## config.mk

```make
export PLATFORM = sky130hd
export DESIGN_NAME = psc_mon_ctrl
export DESIGN_NICKNAME = d
export VERILOG_FILES = /design/src/hdl/psc_mon_pkg.sv /design/src/hdl/psc_mon_ctrl.sv
export VERILOG_INCLUDE_DIRS = /design/src /design/src/hdl
export SDC_FILE = /design/constraint.sdc
export NUM_CORES = 1
export LEC_CHECK = 0
export BUFFER_PORTS_ARGS = -buffer_cell sky130_fd_sc_hd__buf_2
export CELL_PAD_IN_SITES_DETAIL_PLACEMENT = 1
export CELL_PAD_IN_SITES_GLOBAL_PLACEMENT = 2
export CORE_AREA = 2 2 40 42
export CTS_CLUSTER_DIAMETER = 30
export DETAILED_ROUTE_END_ITERATION = 8
export DIE_AREA = 0 0 42 44
export HOLD_SLACK_MARGIN = 0.06
export PLACE_DENSITY = 0.82
export SLEW_MARGIN = 5
export SYNTH_ARGS = -nofsm -noshare
export SYNTH_HDL_FRONTEND = slang
export SYNTH_SLANG_ARGS = --single-unit
```

## constraint.sdc

```tcl
create_clock -name clk -period 1.77 [get_ports clk]
set_input_delay 0.177 -clock clk [delete_from_list [all_inputs] [get_ports clk]]
set_output_delay 0.177 -clock clk [all_outputs]
set_load 0.01 [all_outputs]
```

## src/hdl/pyrometer_sample_calibrate_monitor_macros.svh

```systemverilog
// Assertion macros shared by the pyrometer calibration monitor RTL.
`ifndef PYROMETER_SAMPLE_CALIBRATE_MONITOR_MACROS_SVH
`define PYROMETER_SAMPLE_CALIBRATE_MONITOR_MACROS_SVH

// Same-cycle implication, checked on clk and disabled in reset.
`define PSC_ASSERT(name, pre, post, msg) \
    name: assert property (@(posedge clk) disable iff (!rst_n) (pre) |-> (post)) \
        else $error(msg);

// Next-cycle implication, checked on clk and disabled in reset.
`define PSC_ASSERT_NEXT(name, pre, post, msg) \
    name: assert property (@(posedge clk) disable iff (!rst_n) (pre) |=> (post)) \
        else $error(msg);

`endif

```

## src/hdl/psc_mon_pkg.sv

```systemverilog
// Types and constants of the pyrometer calibration monitor.
package psc_mon_pkg;

    // Item kinds carried on s_tuser
    typedef enum logic [1:0] {
        OP_WRITE  = 2'd0,
        OP_SAMPLE = 2'd1,
        OP_START  = 2'd2
    } op_t;

    // Configuration register indexes
    localparam logic CFG_ERROR_LIMIT = 1'b0;
    localparam logic CFG_TABLE_READY = 1'b1;

    // Reset value of the error limit
    localparam logic [15:0] ERROR_LIMIT_RESET = 16'd16;

    // Full-scale raw sample
    localparam logic [11:0] SAMPLE_FULL = 12'hFFF;

    // Quarter-step codes taken from the two low sample bits
    localparam logic [1:0] QTR_0 = 2'd0;
    localparam logic [1:0] QTR_1 = 2'd1;
    localparam logic [1:0] QTR_2 = 2'd2;

    // Average accumulator width, serial divider step counter width and last step index
    localparam int SUM_W     = 28;
    localparam int DIV_CNT_W = 5;
    localparam logic [DIV_CNT_W-1:0] DIV_LAST = DIV_CNT_W'(SUM_W - 1);

    // Controller states
    typedef enum logic [2:0] {
        ST_IDLE,
        ST_DECODE,
        ST_READ_NEXT,
        ST_UPDATE,
        ST_DIVIDE,
        ST_FINISH
    } state_t;

    // Commands from controller to datapath
    typedef struct packed {
        logic capture;
        logic mem_write;
        logic start_avg;
        logic rd_first;
        logic rd_second;
        logic update;
        logic div_start;
        logic div_step;
        logic out_load;
    } cmd_t;

    // Status from datapath to controller
    typedef struct packed {
        op_t  op;
        logic div_needed;
        logic div_last;
        logic div_busy;
        logic out_free;
    } status_t;

endpackage

```

## src/hdl/psc_mon_ctrl.sv

```systemverilog
// Controller state machine of the pyrometer calibration monitor.
`include "pyrometer_sample_calibrate_monitor_macros.svh"

module psc_mon_ctrl (
    input  logic                clk,
    input  logic                rst_n,
    input  logic                s_tvalid,
    output logic                s_tready,
    input  psc_mon_pkg::status_t status,
    output psc_mon_pkg::cmd_t    cmd
);
    import psc_mon_pkg::*;

    state_t state_reg;
    state_t state_next;

    // Hold the state
    always_ff @(posedge clk or negedge rst_n)
    begin
        if (!rst_n)
        begin
            state_reg <= ST_IDLE;
        end
        else
        begin
            state_reg <= state_next;
        end
    end

    // Advance through the item
    always_comb
    begin
        state_next = state_reg;
        case (state_reg)
            ST_IDLE:
            begin
                if (s_tvalid)
                begin
                    state_next = ST_DECODE;
                end
            end
            ST_DECODE:
            begin
                if (status.op == OP_SAMPLE)
                begin
                    state_next = ST_READ_NEXT;
                end
                else
                begin
                    state_next = ST_IDLE;
                end
            end
            ST_READ_NEXT:
            begin
                state_next = ST_UPDATE;
            end
            ST_UPDATE:
            begin
                state_next = status.div_needed ? ST_DIVIDE : ST_FINISH;
            end
            ST_DIVIDE:
            begin
                if (status.div_last)
                begin
                    state_next = ST_FINISH;
                end
            end
            ST_FINISH:
            begin
                if (status.out_free)
                begin
                    state_next = ST_IDLE;
                end
            end
            default:
            begin
                state_next = ST_IDLE;
            end
        endcase
    end

    // Drive the datapath commands
    always_comb
    begin
        cmd      = '0;
        s_tready = 1'b0;
        case (state_reg)
            ST_IDLE:
            begin
                s_tready    = 1'b1;
                cmd.capture = s_tvalid;
            end
            ST_DECODE:
            begin
                cmd.mem_write = (status.op == OP_WRITE);
                cmd.start_avg = (status.op == OP_START);
                cmd.rd_first  = (status.op == OP_SAMPLE);
            end
            ST_READ_NEXT:
            begin
                cmd.rd_second = 1'b1;
            end
            ST_UPDATE:
            begin
                cmd.update    = 1'b1;
                cmd.div_start = status.div_needed;
            end
            ST_DIVIDE:
            begin
                cmd.div_step = 1'b1;
            end
            ST_FINISH:
            begin
                cmd.out_load = status.out_free;
            end
            default:
            begin
                cmd = '0;
            end
        endcase
    end

    `PSC_ASSERT(a_divide_runs, state_reg == ST_DIVIDE, status.div_busy, "divider idle while controller waits on it")
    `PSC_ASSERT_NEXT(a_div_start_busy, cmd.div_start, status.div_busy, "divider did not start")

endmodule

```

==> metrics.yaml <==
status: "finished clean"
cts.sink_count: 3
largest_register_ffs: 3
ys_seq_area_frac: 0.306
mappedNetlistArea_um2: 245
n_fill_cell: 188
finalWorstSetupSlack_ns: 0.133
cts_max_path_buffers: 2
final_max_slew_viol_count: 0
vdd.ir_drop.worst_v: 0.000470
synth.lib_cells_used.distinct: 19
cts_tree: "built"
timing.critical_path.max_delay_family: "simple AND/OR/NAND/NOR gates"
list_of_most_frequent_post_synthesis_cells: "nor2_1 (6), dfrtp_1 (3), nor3_1 (3)"
worstPathMaxFanout: 9
drc_errors: 0
crit_chain: "or3_4, nor3b_2, buf_2"
place.detailed.hpwl_um: 487
cts_root_buf: "clkbuf_4"
dieArea_um2: 1850
nature_of_the_critical_path_startpoint: "flip-flop"
setup-tns-final_ns: 0
diodes: 0
synth_enable_flop_cells: 0
cts_made_buffers: 3
grt_usage: 0.0759
design_power_total_mw: 0.591
path_type_of_the_worst_min_delay_path: "input pin to flip-flop"
worst-endpoint-required_ns: 1.59
synthesis.yosys.warnings: 0
routedWlPerCell_um: 9.67
powerDensity_nw_per_um2: 1610
synth_nets: 40
fp-row-count: 14
leakage_nw: 0.192
nNetsFinal: 60
initial_core_util: 0.173
clk_latency_ns: 0.24
syn_inst: 31
drt_first_pass_iters: 2
period_share: 0.925
final_layout_size_suffix_gt1_frac: 0.500
grt_max_degree: 10
cts_post_setup_buffers_inserted: 0
netlist.area_leader.share: 0.306
place_inst: 61
synth_flop_cell: "dfrtp_1"
postSynthAreaPerCell_um2: 7.91
route.final.wire_length_um: 638
achievable-frequency_mhz: 611
fin_crit_ns: 1.64
grt_pass1_vias: 249
dieHeight_um: 44
dp_worst_setup_slack_ns: 0.321
finalNonFillerCells: 66
cp.arrival_ns: 1.46
die_width_um: 42
placement.io_buffers: 17
placeableCoreArea_um2: 1420
crit_path_top_delay_cell: "dfrtp_1"
r2r_setup_slack_ns: 0.74
cap_viol_max_count: 0
yosysMostFrequentCell: "nor2_1"
multi_input_comb_area_um2: 143
num_vias: 281
maxSlewHeadroom: 0.823
grt_setup_unrepaired: "no"
sequential_cell_area_in_the_final_layout_um2: 76.3
ctsHtreeMaxLevel: 1
slowest_delay_ns: 0.46
setup_viol_count_final: 0
final_hold_viol_count: 0
ys_ff_latch: 3
dr.first_iter.drc_count: 1
syn_to_final_growth_pct: 50.0
grt_first_pass_wirelength_um: 993
tightestPinTransition_ns: 0.263
grt_overflow_total: 0
criticalPathCategory: "flip-flop to primary output"
io_pins: 19
cts.clk_slew.worst_paths_ns: 0.03
critPathBufInv: 1
avgViaCountPerCell: 4.26
post-synth-top-area-cell: "dfrtp_1"
drtAntennaViolNets: 0
number_of_antenna_violations_at_the_first_check_in_global_routing: 0
cp-end-kind: "primary output"
synth_async_sr_flop_share: 1.00
yosys-top-cells-area: "dfrtp_1 (31%), nor3b_2 (10%), nor2_1 (9.2%), nor3_1 (6.1%), nand2b_1 (5.1%)"
place_congestion: 0.656
clock_skew_ns: 0.00497
[report_power, final]
part	internal, mW	switching (mW)
sequential	0.104	0.0762
combinational	0.147	0.140
clock	0.0847	0.0386
[final timing paths]
path	to	cells after the start	from
setup reg to reg	state_reg[0]$_DFFE_PN0P_	3	state_reg[1]$_DFFE_PN0P_
min in group asynchronous	state_reg[1]$_DFFE_PN0P_	2	rst_n
hold reg to reg	state_reg[1]$_DFFE_PN0P_	1	state_reg[2]$_DFFE_PN0P_
max in group asynchronous	state_reg[0]$_DFFE_PN0P_	2	rst_n
setup / recovery	cmd[5]	3	state_reg[2]$_DFFE_PN0P_
hold / removal	state_reg[0]$_DFFE_PN0P_	3	status[2]
[layout make-up]
class                   count  share of cell area
well taps                  16              0.0544
multi-input cells          23               0.388
flip-flops and latches      3               0.207
inverters                   2              0.0204
clock buffers               4              0.0714
repair buffers             18               0.259
[metrics by stage]
| step | area (um^2) | utilization | hold WS [ns] |
|---|---|---|---|
| 2_1_floorplan | 245 | - | -0.119 |
| 3_3_place_gp | 330 | 0.233 | -0.0268 |
| 3_5_place_dp | 330 | 0.233 | -0.0254 |
| 4_1_cts | 367 | 0.258 | 0.214 |
| 5_1_grt | 368 | 0.259 | 0.219 |
| 6_report | 368 | 0.259 | 0.216 |
[cell families (layout without fill, tap and decap cells)]
family	Yosys count	in the layout	synth area share
AO/OA/AOI/OAI	4	4	0.102
buffers and inverters	5	24	0.112
flip-flops	3	3	0.306
AND/OR/NAND/NOR	19	19	0.480
[metal layers]
metal | share of wire | vias to the layer above | track usage | routed length [um]
li1 | - | 142 | - | -
met2 | 0.43 | 15 | 0.103 | 277
met5 | 0 | - | 0 | 0
met3 | 0.11 | 2 | 0.0333 | 70
met1 | 0.43 | 122 | 0.0856 | 274
met4 | 0.025 | 0 | 0.0774 | 16
[tightest hold or removal path: stages]
cell	delay (ns)
buf_2	0.07
nor2_1	0.03
o22ai_1	0.11
[repair_timing]
item,4_1_cts,5_1_grt
endpoints found under the hold margin,3,0
setup endpoints to repair,0,1
hold buffers,1,0
resized for setup,0,1
[cell usage in the layout (no fill, tap or decap), drive strengths merged]
| master | Yosys | layout |
|---|---|---|
| clkbuf | 1 | 4 |
| and2 | 1 | 1 |
| a2bb2oi | 1 | 1 |
| dlygate4sd3 | 0 | 1 |
| nor3b | 3 | 3 |
| buf | 2 | 17 |
| a21oi | 1 | 1 |
| o22ai | 1 | 1 |
| nor3 | 3 | 3 |
| nand2b | 2 | 2 |
| or3 | 1 | 1 |
| inv | 2 | 2 |
| nand2 | 2 | 2 |
| o21ai | 1 | 1 |
| nor4bb | 1 | 1 |
| dfrtp | 3 | 3 |
| nor2 | 6 | 6 |
No activity file was read; power rests on OpenSTA's default activity.
